===== src/sv/tbsg_pkg.sv =====
`timescale 1ns / 1ps
// ----------------------------------------------------------------------------
// tbsg_pkg: shared types and constants
// Opcodes, direction codes, register indexes and result records for the
// trackball swipe gesture classifier.
// ----------------------------------------------------------------------------
package tbsg_pkg;

  localparam int ACC_W     = 18;
  localparam int TAP_W     = 16;
  localparam int THR_W     = 15;
  localparam int CFG_W     = 16;
  localparam int CFG_IDX_W = 3;

  typedef enum logic [1:0] {
    OP_MOVE  = 2'd0,
    OP_TICK  = 2'd1,
    OP_RESET = 2'd2
  } op_t;

  typedef enum logic [1:0] {
    DIR_RIGHT = 2'd0,
    DIR_LEFT  = 2'd1,
    DIR_DOWN  = 2'd2,
    DIR_UP    = 2'd3
  } dir_t;

  typedef enum logic [CFG_IDX_W-1:0] {
    REG_THRESHOLD      = 3'd0,
    REG_OUTLIER_LIMIT  = 3'd1,
    REG_STEP_SIZE      = 3'd2,
    REG_ACCUM_LIMIT    = 3'd3,
    REG_TAP_LENGTH     = 3'd4,
    REG_COOLDOWN       = 3'd5,
    REG_KEEP_REMAINDER = 3'd6
  } cfg_reg_t;

  typedef struct packed {
    logic is_press;
    dir_t direction;
    logic last;
  } res_t;

  // up to two results produced by one item, first goes out first
  typedef struct packed {
    logic [1:0] cnt;
    res_t       first;
    res_t       second;
  } push_t;

endpackage


===== src/sv/tbsg_in_if.sv =====
`timescale 1ns / 1ps
// ----------------------------------------------------------------------------
// tbsg_in_if: input item channel
// Valid/ready channel carrying one movement, tick or reset item per beat.
// ----------------------------------------------------------------------------
interface tbsg_in_if #(
  parameter int SAMPLE_BITS = 16
);
  logic                          valid;
  logic                          ready;
  logic [1:0]                    opcode;
  logic                          axis;
  logic signed [SAMPLE_BITS-1:0] move_value;
  logic                          frame_end;
  logic                          layer_active;

  modport source (
    output valid, opcode, axis, move_value, frame_end, layer_active,
    input  ready
  );
  modport sink (
    input  valid, opcode, axis, move_value, frame_end, layer_active,
    output ready
  );
endinterface


===== src/sv/tbsg_out_if.sv =====
`timescale 1ns / 1ps
// ----------------------------------------------------------------------------
// tbsg_out_if: result channel
// Valid/ready channel carrying one press or release event per beat.
// ----------------------------------------------------------------------------
interface tbsg_out_if;
  logic       valid;
  logic       ready;
  logic       is_press;
  logic [1:0] direction;
  logic       last;

  modport source (
    output valid, is_press, direction, last,
    input  ready
  );
  modport sink (
    input  valid, is_press, direction, last,
    output ready
  );
endinterface


===== src/sv/tbsg_res_fifo.sv =====
`timescale 1ns / 1ps
// ----------------------------------------------------------------------------
// tbsg_res_fifo: result queue
// Four-entry queue taking zero, one or two results per cycle and
// delivering one beat per cycle on the result side while out_ready is high.
// ----------------------------------------------------------------------------
module tbsg_res_fifo
  import tbsg_pkg::*;
(
  input  logic  clk,
  input  logic  rst_n,
  input  push_t push,
  output logic  room2,
  output logic  out_valid,
  input  logic  out_ready,
  output res_t  out_res
);

  localparam int DEPTH = 4;
  localparam int PTR_W = $clog2(DEPTH);
  localparam int CNT_W = $clog2(DEPTH + 1);

  res_t             mem_r [DEPTH];
  logic [PTR_W-1:0] wr_ptr_r, wr_ptr_nxt;
  logic [PTR_W-1:0] rd_ptr_r, rd_ptr_nxt;
  logic [CNT_W-1:0] count_r, count_nxt;
  logic [PTR_W-1:0] wr_ptr1;
  logic             pop;

  assign pop       = out_valid && out_ready;
  assign wr_ptr1   = wr_ptr_r + PTR_W'(1);
  assign out_valid = (count_r != '0);
  assign out_res   = mem_r[rd_ptr_r];
  assign room2     = (count_r <= CNT_W'(DEPTH - 2));

  assign wr_ptr_nxt = wr_ptr_r + PTR_W'(push.cnt);
  assign rd_ptr_nxt = rd_ptr_r + PTR_W'(pop);
  assign count_nxt  = count_r + CNT_W'(push.cnt) - CNT_W'(pop);

  always_ff @(posedge clk) begin
    if (push.cnt != 2'd0) begin
      mem_r[wr_ptr_r] <= push.first;
    end
    if (push.cnt == 2'd2) begin
      mem_r[wr_ptr1] <= push.second;
    end
  end

  always_ff @(posedge clk) begin
    if (!rst_n) begin
      wr_ptr_r <= '0;
      rd_ptr_r <= '0;
      count_r  <= '0;
    end else begin
      wr_ptr_r <= wr_ptr_nxt;
      rd_ptr_r <= rd_ptr_nxt;
      count_r  <= count_nxt;
    end
  end

endmodule


===== src/sv/trackball_swipe_gesture_classifier_unit.sv =====
`timescale 1ns / 1ps
// ----------------------------------------------------------------------------
// trackball_swipe_gesture_classifier_unit: swipe gesture classifier
// Scores movement frames into signed axis accumulators, fires right, left, up
// or down presses with cooldown; releases on tap timeout, new press or reset.
// ----------------------------------------------------------------------------
// Order: an item waits in the input register until the result queue has room
//   for two results, then is scored into the four-entry result queue.
// Throughput: one item per cycle while that queue has room; the result side
//   gives one beat per cycle while ready, pacing items with two results.
// Reset: synchronous rst_n loads register defaults and clears all gesture
//   state at once; items are taken from the first cycle after reset.
module trackball_swipe_gesture_classifier_unit
  import tbsg_pkg::*;
#(
  parameter int SAMPLE_BITS = 16,
  parameter int TIME_BITS   = 16
) (
  input  logic                 clk,
  input  logic                 rst_n,
  tbsg_in_if.sink              in_ch,
  tbsg_out_if.source           out_ch,
  input  logic                 cfg_we,
  input  logic [CFG_IDX_W-1:0] cfg_index,
  input  logic [CFG_W-1:0]     cfg_wdata
);

  localparam int S     = SAMPLE_BITS;
  localparam int OW    = (S > THR_W) ? S : THR_W;
  localparam int SUM_W = ((S + 3 > ACC_W) ? S + 3 : ACC_W) + 1;
  localparam int CW    = (TIME_BITS > CFG_W) ? TIME_BITS : CFG_W;

  // configuration registers
  logic [THR_W-1:0] thr_r, outl_lim_r;
  logic [CFG_W-1:0] step_r, alim_r, tap_len_r, cool_r;
  logic             keep_r;

  always_ff @(posedge clk) begin
    if (!rst_n) begin
      thr_r      <= THR_W'(2);
      outl_lim_r <= THR_W'(200);
      step_r     <= CFG_W'(80);
      alim_r     <= CFG_W'(160);
      tap_len_r  <= CFG_W'(35);
      cool_r     <= CFG_W'(120);
      keep_r     <= 1'b0;
    end else if (cfg_we) begin
      unique case (cfg_reg_t'(cfg_index))
        REG_THRESHOLD:      thr_r      <= cfg_wdata[THR_W-1:0];
        REG_OUTLIER_LIMIT:  outl_lim_r <= cfg_wdata[THR_W-1:0];
        REG_STEP_SIZE:      step_r     <= cfg_wdata;
        REG_ACCUM_LIMIT:    alim_r     <= cfg_wdata;
        REG_TAP_LENGTH:     tap_len_r  <= cfg_wdata;
        REG_COOLDOWN:       cool_r     <= cfg_wdata;
        REG_KEEP_REMAINDER: keep_r     <= cfg_wdata[0];
        default: ;
      endcase
    end
  end

  // input register, sample magnitude and outlier check done on capture
  logic         in_v_r, in_v_nxt;
  op_t          op_r;
  logic         axis_r, neg_r, fend_r, layer_r, outl_r;
  logic [S-1:0] mag_r;
  logic [S-1:0] raw, raw_mag;
  logic         take, advance, room2;

  assign raw     = in_ch.move_value;
  assign raw_mag = raw[S-1] ? (~raw + S'(1)) : raw;

  assign advance     = in_v_r && room2;
  assign in_ch.ready = rst_n && (!in_v_r || advance);
  assign take        = in_ch.valid && in_ch.ready;
  assign in_v_nxt    = take ? 1'b1 : (advance ? 1'b0 : in_v_r);

  always_ff @(posedge clk) begin
    if (take) begin
      op_r    <= op_t'(in_ch.opcode);
      axis_r  <= in_ch.axis;
      neg_r   <= raw[S-1];
      mag_r   <= raw_mag;
      fend_r  <= in_ch.frame_end;
      layer_r <= in_ch.layer_active;
      outl_r  <= OW'(raw_mag) > OW'(outl_lim_r);
    end
  end

  // gesture state; frame reports kept as magnitude and sign
  logic [S-1:0]         fxm_r, fxm_nxt, fym_r, fym_nxt;
  logic                 fxn_r, fxn_nxt, fyn_r, fyn_nxt;
  logic signed [ACC_W-1:0] accx_r, accx_nxt, accy_r, accy_nxt;
  logic                 held_v_r, held_v_nxt, pb_r, pb_nxt;
  dir_t                 held_dir_r, held_dir_nxt;
  logic [TAP_W-1:0]     tap_r, tap_nxt;
  logic [TIME_BITS-1:0] since_r, since_nxt;

  always_ff @(posedge clk) begin
    if (!rst_n) begin
      in_v_r     <= 1'b0;
      fxm_r      <= '0;
      fym_r      <= '0;
      fxn_r      <= 1'b0;
      fyn_r      <= 1'b0;
      accx_r     <= '0;
      accy_r     <= '0;
      held_v_r   <= 1'b0;
      held_dir_r <= DIR_RIGHT;
      pb_r       <= 1'b0;
      tap_r      <= '0;
      since_r    <= '0;
    end else begin
      in_v_r     <= in_v_nxt;
      fxm_r      <= fxm_nxt;
      fym_r      <= fym_nxt;
      fxn_r      <= fxn_nxt;
      fyn_r      <= fyn_nxt;
      accx_r     <= accx_nxt;
      accy_r     <= accy_nxt;
      held_v_r   <= held_v_nxt;
      held_dir_r <= held_dir_nxt;
      pb_r       <= pb_nxt;
      tap_r      <= tap_nxt;
      since_r    <= since_nxt;
    end
  end

  // frame scoring
  logic [S-1:0]       fx_m, fy_m, hi, lo;
  logic               fx_n, fy_n, xdom, moving, dom_neg;
  logic [S+1:0]       lo3;
  logic [S:0]         est;
  logic signed [SUM_W-1:0] acc_ext, est_ext, sum, lim_ext, clamped;
  logic signed [ACC_W-1:0] acc_cl, accx_s, accy_s;

  assign fx_m    = axis_r ? fxm_r : mag_r;
  assign fx_n    = axis_r ? fxn_r : neg_r;
  assign fy_m    = axis_r ? mag_r : fym_r;
  assign fy_n    = axis_r ? neg_r : fyn_r;
  assign moving  = !((OW'(fx_m) < OW'(thr_r)) && (OW'(fy_m) < OW'(thr_r)));
  assign xdom    = fx_m >= fy_m;
  assign hi      = xdom ? fx_m : fy_m;
  assign lo      = xdom ? fy_m : fx_m;
  assign dom_neg = xdom ? fx_n : fy_n;
  assign lo3     = {2'b00, lo} + {1'b0, lo, 1'b0};
  assign est     = {1'b0, hi} + (S + 1)'(lo3 >> 3);

  assign acc_ext = xdom ? SUM_W'(accx_r) : SUM_W'(accy_r);
  assign est_ext = signed'({{(SUM_W - S - 1){1'b0}}, est});
  assign lim_ext = signed'({{(SUM_W - CFG_W){1'b0}}, alim_r});
  assign sum     = dom_neg ? (acc_ext - est_ext) : (acc_ext + est_ext);
  assign clamped = (sum > lim_ext) ? lim_ext : ((sum < -lim_ext) ? -lim_ext : sum);
  assign acc_cl  = clamped[ACC_W-1:0];
  assign accx_s  = (moving && xdom) ? acc_cl : accx_r;
  assign accy_s  = (moving && !xdom) ? acc_cl : accy_r;

  // direction choice
  logic [ACC_W-1:0]        aax, aay, step_ext;
  logic [CFG_W-1:0]        step_eff;
  logic                    found, xdom2, pos, blocked;
  dir_t                    fire_dir;
  logic signed [ACC_W-1:0] accx_c, accy_c, step_s;

  assign aax      = accx_s[ACC_W-1] ? ACC_W'(-accx_s) : ACC_W'(accx_s);
  assign aay      = accy_s[ACC_W-1] ? ACC_W'(-accy_s) : ACC_W'(accy_s);
  assign step_eff = (step_r == '0) ? CFG_W'(1) : step_r;
  assign step_ext = ACC_W'(step_eff);
  assign step_s   = signed'(step_ext);
  assign found    = !((aax < step_ext) && (aay < step_ext));
  assign xdom2    = aax >= aay;
  assign pos      = xdom2 ? !accx_s[ACC_W-1] : !accy_s[ACC_W-1];
  assign blocked  = (cool_r != '0) && pb_r && (CW'(since_r) < CW'(cool_r));

  always_comb begin
    accx_c   = accx_s;
    accy_c   = accy_s;
    fire_dir = DIR_RIGHT;
    if (found) begin
      if (xdom2) begin
        accy_c   = '0;
        fire_dir = pos ? DIR_RIGHT : DIR_LEFT;
        if (keep_r) begin
          accx_c = pos ? (accx_s - step_s) : (accx_s + step_s);
        end
      end else begin
        accx_c   = '0;
        fire_dir = pos ? DIR_UP : DIR_DOWN;
        if (keep_r) begin
          accy_c = pos ? (accy_s - step_s) : (accy_s + step_s);
        end
      end
    end
  end

  // state update and results
  push_t        push;
  logic         do_rel, do_press;
  logic [TAP_W-1:0] tap_dec;
  res_t         rel_res, press_res;

  assign tap_dec   = (tap_r != '0) ? (tap_r - TAP_W'(1)) : tap_r;
  assign rel_res   = '{is_press: 1'b0, direction: held_dir_r, last: !do_press};
  assign press_res = '{is_press: 1'b1, direction: fire_dir, last: 1'b1};

  always_comb begin
    fxm_nxt      = fxm_r;
    fym_nxt      = fym_r;
    fxn_nxt      = fxn_r;
    fyn_nxt      = fyn_r;
    accx_nxt     = accx_r;
    accy_nxt     = accy_r;
    held_v_nxt   = held_v_r;
    held_dir_nxt = held_dir_r;
    pb_nxt       = pb_r;
    tap_nxt      = tap_r;
    since_nxt    = since_r;
    do_rel       = 1'b0;
    do_press     = 1'b0;
    if (advance) begin
      case (op_r)
        OP_MOVE: begin
          if (layer_r) begin
            if (outl_r) begin
              fxm_nxt = '0;
              fym_nxt = '0;
              fxn_nxt = 1'b0;
              fyn_nxt = 1'b0;
            end else if (!fend_r) begin
              fxm_nxt = fx_m;
              fym_nxt = fy_m;
              fxn_nxt = fx_n;
              fyn_nxt = fy_n;
            end else begin
              fxm_nxt  = '0;
              fym_nxt  = '0;
              fxn_nxt  = 1'b0;
              fyn_nxt  = 1'b0;
              accx_nxt = accx_c;
              accy_nxt = accy_c;
              if (found && !blocked) begin
                do_press     = 1'b1;
                do_rel       = held_v_r;
                held_v_nxt   = 1'b1;
                held_dir_nxt = fire_dir;
                pb_nxt       = 1'b1;
                since_nxt    = '0;
                tap_nxt      = tap_len_r;
                if (!keep_r) begin
                  accx_nxt = '0;
                  accy_nxt = '0;
                end
              end
            end
          end
        end
        OP_TICK: begin
          if (since_r != '1) begin
            since_nxt = since_r + TIME_BITS'(1);
          end
          if (held_v_r) begin
            tap_nxt = tap_dec;
            if (tap_dec == '0) begin
              do_rel     = 1'b1;
              held_v_nxt = 1'b0;
            end
          end
        end
        OP_RESET: begin
          do_rel     = held_v_r;
          held_v_nxt = 1'b0;
          fxm_nxt    = '0;
          fym_nxt    = '0;
          fxn_nxt    = 1'b0;
          fyn_nxt    = 1'b0;
          accx_nxt   = '0;
          accy_nxt   = '0;
          pb_nxt     = 1'b0;
          since_nxt  = '0;
          tap_nxt    = '0;
        end
        default: ;
      endcase
    end
  end

  always_comb begin
    push.cnt    = 2'(do_rel) + 2'(do_press);
    push.first  = do_rel ? rel_res : press_res;
    push.second = press_res;
  end

  res_t out_res;

  tbsg_res_fifo u_res_fifo (
    .clk       (clk),
    .rst_n     (rst_n),
    .push      (push),
    .room2     (room2),
    .out_valid (out_ch.valid),
    .out_ready (out_ch.ready),
    .out_res   (out_res)
  );

  assign out_ch.is_press  = out_res.is_press;
  assign out_ch.direction = out_res.direction;
  assign out_ch.last      = out_res.last;

`ifndef SYNTHESIS
  a_stall_blocks_input: assert property (@(posedge clk) disable iff (!rst_n)
    (in_v_r && !room2) |-> !in_ch.ready)
    else $error("input taken while result queue is full");

  a_pair_order: assert property (@(posedge clk) disable iff (!rst_n)
    (push.cnt == 2'd2) |-> (!push.first.is_press && !push.first.last &&
                            push.second.is_press && push.second.last))
    else $error("two-result beat is not release then press");

  a_press_holds: assert property (@(posedge clk) disable iff (!rst_n)
    (advance && do_press) |=> (held_v_r && pb_r && since_r == '0))
    else $error("press did not update held state");

  a_reset_gesture: assert property (@(posedge clk) disable iff (!rst_n)
    (advance && op_r == OP_RESET) |=> (!held_v_r && !pb_r && accx_r == '0 &&
                                       accy_r == '0))
    else $error("reset gesture left state behind");
`endif

endmodule


===== src/flat_wrapper.sv =====
// flat-port wrapper written by rule: the top's interface ports become plain ports
module trackball_swipe_gesture_classifier_unit_flat import tbsg_pkg::*;
#(
  parameter int SAMPLE_BITS = 16,
  parameter int TIME_BITS   = 16
)
  (clk, rst_n, cfg_we, cfg_index, cfg_wdata, in_ch_valid, in_ch_opcode, in_ch_axis, in_ch_move_value, in_ch_frame_end, in_ch_layer_active, in_ch_ready, out_ch_valid, out_ch_is_press, out_ch_direction, out_ch_last, out_ch_ready);
  tbsg_in_if #(.SAMPLE_BITS(SAMPLE_BITS)) in_ch_i ();
  tbsg_out_if out_ch_i ();
  input  logic clk;
  input  logic rst_n;
  input  logic cfg_we;
  input  logic [CFG_IDX_W-1:0] cfg_index;
  input  logic [CFG_W-1:0] cfg_wdata;
  input wire logic [$bits(in_ch_i.valid)-1:0] in_ch_valid;
  input wire logic [$bits(in_ch_i.opcode)-1:0] in_ch_opcode;
  input wire logic [$bits(in_ch_i.axis)-1:0] in_ch_axis;
  input wire logic [$bits(in_ch_i.move_value)-1:0] in_ch_move_value;
  input wire logic [$bits(in_ch_i.frame_end)-1:0] in_ch_frame_end;
  input wire logic [$bits(in_ch_i.layer_active)-1:0] in_ch_layer_active;
  output wire logic [$bits(in_ch_i.ready)-1:0] in_ch_ready;
  output wire logic [$bits(out_ch_i.valid)-1:0] out_ch_valid;
  output wire logic [$bits(out_ch_i.is_press)-1:0] out_ch_is_press;
  output wire logic [$bits(out_ch_i.direction)-1:0] out_ch_direction;
  output wire logic [$bits(out_ch_i.last)-1:0] out_ch_last;
  input wire logic [$bits(out_ch_i.ready)-1:0] out_ch_ready;
  assign in_ch_i.valid = in_ch_valid;
  assign in_ch_i.opcode = in_ch_opcode;
  assign in_ch_i.axis = in_ch_axis;
  assign in_ch_i.move_value = in_ch_move_value;
  assign in_ch_i.frame_end = in_ch_frame_end;
  assign in_ch_i.layer_active = in_ch_layer_active;
  assign in_ch_ready = in_ch_i.ready;
  assign out_ch_valid = out_ch_i.valid;
  assign out_ch_is_press = out_ch_i.is_press;
  assign out_ch_direction = out_ch_i.direction;
  assign out_ch_last = out_ch_i.last;
  assign out_ch_i.ready = out_ch_ready;
  trackball_swipe_gesture_classifier_unit #(.SAMPLE_BITS(SAMPLE_BITS), .TIME_BITS(TIME_BITS)) u_core (.clk(clk), .rst_n(rst_n), .in_ch(in_ch_i), .out_ch(out_ch_i), .cfg_we(cfg_we), .cfg_index(cfg_index), .cfg_wdata(cfg_wdata));
endmodule

===== config.mk =====
export PLATFORM = sky130hd
export DESIGN_NAME = trackball_swipe_gesture_classifier_unit_flat
export DESIGN_NICKNAME = d
export VERILOG_FILES = /design/src/sv/tbsg_pkg.sv /design/src/sv/tbsg_in_if.sv /design/src/sv/tbsg_out_if.sv /design/src/sv/tbsg_res_fifo.sv /design/src/sv/trackball_swipe_gesture_classifier_unit.sv /design/src/flat_wrapper.sv
export SDC_FILE = /design/constraint.sdc
export NUM_CORES = 1
export LEC_CHECK = 0
export BUFFER_PORTS_ARGS = -buffer_cell sky130_fd_sc_hd__buf_4
export CAP_MARGIN = 40
export CORE_MARGIN = 4
export CORE_UTILIZATION = 70
export DETAILED_ROUTE_END_ITERATION = 7
export GPL_TIMING_DRIVEN = 0
export PLACE_DENSITY = 0.88
export SETUP_SLACK_MARGIN = 0.05
export SLEW_MARGIN = 15
export SYNTH_ARGS = -nofsm -noshare
export SYNTH_HDL_FRONTEND = slang
export SYNTH_HIERARCHICAL = 1
export SYNTH_SLANG_ARGS = --single-unit
export TNS_END_PERCENT = 20

===== constraint.sdc =====
create_clock -name clk -period 31 [get_ports clk]
set_clock_uncertainty 0.1 [all_clocks]
set_input_delay 6.2 -clock clk [delete_from_list [all_inputs] [get_ports clk]]
set_output_delay 6.2 -clock clk [all_outputs]
set_load 0.01 [all_outputs]

==> results.md <==
- The flow ran to the end, and the final reports show no timing, DRC or antenna violations.
- The floorplan step defined a core boundary enclosing 30990 um2.
- The first detailed-routing pass ran for 8 iterations.
- Of the post-synthesis cell area, the dominant cell type holds 0.1882.
- In this run the most critical hold path is launched from u_core/thr_r[14].
- The reg-to-reg critical path endpoint is u_core/accx_r[17].
- Buffers added to address setup during post-CTS repair amount to 0.
- The area of the mapped netlist is 22240 um2.
- IR analysis of the VDD net gives a maximum drop of 0.1101 mV.
- Sorting the synthesized cells by how often they occur yields sky130_fd_sc_hd__nand2_1 (382), sky130_fd_sc_hd__a21oi_1 (261), sky130_fd_sc_hd__ha_1 (254), sky130_fd_sc_hd__dfxtp_1 (209), sky130_fd_sc_hd__inv_1 (197).
- The most used flip-flop cell after synthesis is sky130_fd_sc_hd__dfxtp_1.
- The final total negative setup slack is 0 ps.
- STA classifies the critical path endpoint as a flip-flop.
- The quantity of gates resized following cts is 0.
- Clock tree synthesis selected as its root buffer the cell sky130_fd_sc_hd__clkbuf_16.
- After clock tree synthesis, the flow added hold-fix buffers numbering 0.
- The number of cells traversed by the worst register-to-register path is 87.
- The congestion estimate from routability-driven global placement came to 1.011.
- The hold violation total from the final report is 0.
- The max-slew violation count is 0.
- The first-pass GRT wire length is 111300 um.
- At the worst endpoint, the arrival time is 24830 ps.
- The final antenna diode count is 0.
- The die covers 34680 um2.
- Across every metal layer, demand over resource in global routing totals 0.3975.
- Setup repair after global routing left no endpoint under its margin.
- In the final routed layout, each cell accounts on average for 21.32 um.
- The max capacitance violation total is 0.
- The number of levels the H-tree was split into is 1.
- By startpoint and endpoint, the worst setup path is classified as flip-flop to flip-flop.
- For this configuration, the core starts out at a cell density of 0.7175.
- Dividing total power by cell area gives a power density of 119.4 nW/um2.
- Of the available clock period, the critical path in the final layout requires 0.7881.
- The final layout contains 3233 nets.
- The source of the worst register-to-register timing path is u_core/axis_r.
- The path class of the tightest hold or removal check is flip-flop to flip-flop.
- Sorting the synthesized cells by area gives the leading types as sky130_fd_sc_hd__dfxtp_1 (19%), sky130_fd_sc_hd__ha_1 (14%), sky130_fd_sc_hd__nand2_1 (6.4%).
- In this run the worst path has a maximum fanout of 10.
- In the final layout, the share of cells above drive strength 1 is 0.07145.
- The startpoint type of the worst setup path is a flip-flop.
- The number of warnings issued by yosys is 6.
- The leftover overflow at the end of global routing is 0.
- Of the synthesized area, sequential elements account for 0.2408.
- The cell with the largest stage delay on the worst path is sky130_fd_sc_hd__clkinv_1.
- The share of synthesized registers carrying an async set or reset is 0.
- The smallest clock period supported by the final layout is computed as 24430 ps.
- After clock tree synthesis, the clock-pin slew on the worst setup and hold paths is 60 ps.
- For this block, the via count after detailed routing is 22740.
- The final-layout fill cell count is 2238.
- The most numerous cell type found on the critical path is sky130_fd_sc_hd__ha_1.
- Setup slack closes at 6569 ps.
- The wire length after detailed routing is 71410 um.
- After synthesis the netlist holds a flip-flop and latch count of 248.
- Setup violations remaining at the end of the flow were counted as 0.
- 51 I/O pins were placed.
- In this run the vertical extent of the chip is 186.2 um.
- The number of clock sinks seen by CTS is 248.
- The initial antenna violation count is 0.
- For the pin with the worst max-slew slack, the measured transition is 986.6 ps.
- Relative to the synthesized area, the layout overhead comes to 8.801%.
- In this design, the stage delay of the slowest critical-path cell is 710 ps.
- The floorplan has 64 rows.
- The analysis attributes to cell leakage a power of 10.07 nW.
- The worst pin sits at a relative slew slack of 0.3235.
- The number of port buffers is 48.
- OpenSTA, run right after detailed placement, puts the worst setup slack at 7662 ps.
- Across all register-to-register paths, the minimum setup slack is 6570 ps.
- The TritonCTS clock tree is yes.
- The worst hold path terminates at u_core/thr_r[14].
- Yosys mapped the design onto 109 distinct sky130hd cell types.
- The cell count after synthesis came out at 2826.
- The hold path depth is 2.
- In this run, synthesis inferred 39 flip-flops with an integrated enable.
- The detailed placer's ending HPWL is 55560 um.
- The via count of the first global-routing pass is 21610.
- The largest registers in the layout are u_core/accx_r x18, u_core/accy_r x18.
- The biggest area contributor in the post-synthesis netlist is sky130_fd_sc_hd__dfxtp_1.
- The required time at the worst-slack endpoint is 31400 ps.
- The count of nets left with antenna violations once routing finished came out at 0.
- At the later pin of the worst-skew pair, clock insertion delay measures 600 ps.
- A synthesized cell averages 7.868 um2.
- The number of violations reported at the end of detailed-routing iteration 0 is 2586.
- The pin count of the biggest net entering global routing is 19.
- The die width is 186.2 um.
- The per-cell via count in the routed design is 6.789.
- Clock tree synthesis inserted a total of 28 buffers.
- The number of remaining DRC errors is 0.
- The most frequent cell after synthesis is sky130_fd_sc_hd__nand2_1.
- The number of buffers on the longest clock path is 3.
- The highest clock rate is 40.93 MHz.
## report_power, final
group / leakage [nW] / internal (mW) / switching [mW]
Combinational: 7.58 / 0.847 / 1.35
Clock: 0.458 / 0.191 / 0.143
Sequential: 2.03 / 0.350 / 0.0103
## kinds of logic after synthesis
group           share of synthesized area
compound gates                     0.2336
xor+xnor                          0.06826
simple gates                       0.2048
flops                              0.2408
mux                               0.04856
fa+ha+maj                          0.1479
buf+inv                           0.05588
other cells                     0.0001687
## how the worst max path moves through the flow
stage | end | cells after the start | start
after global placement | u_core/accx_r[17] | 88 | u_core/axis_r
after detailed placement | u_core/accx_r[17] | 86 | u_core/axis_r
after CTS | u_core/accx_r[17] | 86 | u_core/axis_r
after floorplan | u_core/accx_r[17] | 83 | u_core/axis_r
final | u_core/accx_r[17] | 87 | u_core/axis_r
after global routing | u_core/accx_r[17] | 86 | u_core/axis_r
## worst max-delay path, delay by kind of cell (launching register included)
kind,cells,cell delay (ps)
AO/OA/AOI/OAI,39,9470
buffers and inverters,14,5420
AND/OR/NAND/NOR,16,3050
adder cells (fa/ha/maj),8,2700
XOR/XNOR,7,2020
multiplexers,3,1180
flip-flops,1,320
## through the flow
step	utilization	instances	instance area (um2)	hold WS [ps]	power, mW
2_1_floorplan	-	2833	22260	336.3	1.943
3_3_place_gp	0.7460	3277	23120	344.2	2.385
3_5_place_dp	0.7498	3294	23230	349.6	2.459
4_1_cts	0.7801	3346	24170	358.1	2.812
5_1_grt	0.7806	3349	24190	375.2	3.091
6_report	0.7806	3349	24190	357.5	2.889
## metal layers
metal / share of wire / wire (um) / vias to the layer above / global-route usage
met5: 0 / 0 / - / 0
li1: - / - / 10450 / -
met3: 0.11 / 7800 / 308 / 0.08343
met1: 0.39 / 27990 / 10620 / 0.5095
met4: 0.056 / 3976 / 0 / 0.1839
met2: 0.44 / 31650 / 1359 / 0.6450
## cell type report
cell class                      count  area (um2)  share of cell area
Multi-Input combinational cell   2268       15670              0.6479
Sequential cell                   248        5355              0.2214
Clock buffer                       38       799.5             0.03305
Inverter                          201       754.5             0.03119
Tap cell                          396       495.5             0.02048
Buffer                            116       488.0             0.02017
Timing Repair Buffer               68       485.5             0.02007
Clock inverter                     14       140.1            0.005793
## placed cells by master, fill, tap and decap left out, types with 44 or more instances in the layout
cell	n
sky130_fd_sc_hd__a21o_1	58
sky130_fd_sc_hd__a21oi_1	261
sky130_fd_sc_hd__buf_4	52
sky130_fd_sc_hd__clkbuf_1	98
sky130_fd_sc_hd__dfxtp_1	209
sky130_fd_sc_hd__ha_1	254
sky130_fd_sc_hd__inv_1	197
sky130_fd_sc_hd__mux2i_1	69
sky130_fd_sc_hd__nand2_1	382
sky130_fd_sc_hd__nand3_1	44
sky130_fd_sc_hd__nor2_1	175
sky130_fd_sc_hd__nor3_1	91
sky130_fd_sc_hd__o21a_1	47
sky130_fd_sc_hd__o21ai_0	121
sky130_fd_sc_hd__o31ai_1	51
sky130_fd_sc_hd__xnor2_1	115
sky130_fd_sc_hd__xor2_1	45
(Power assumes the default switching activity.)
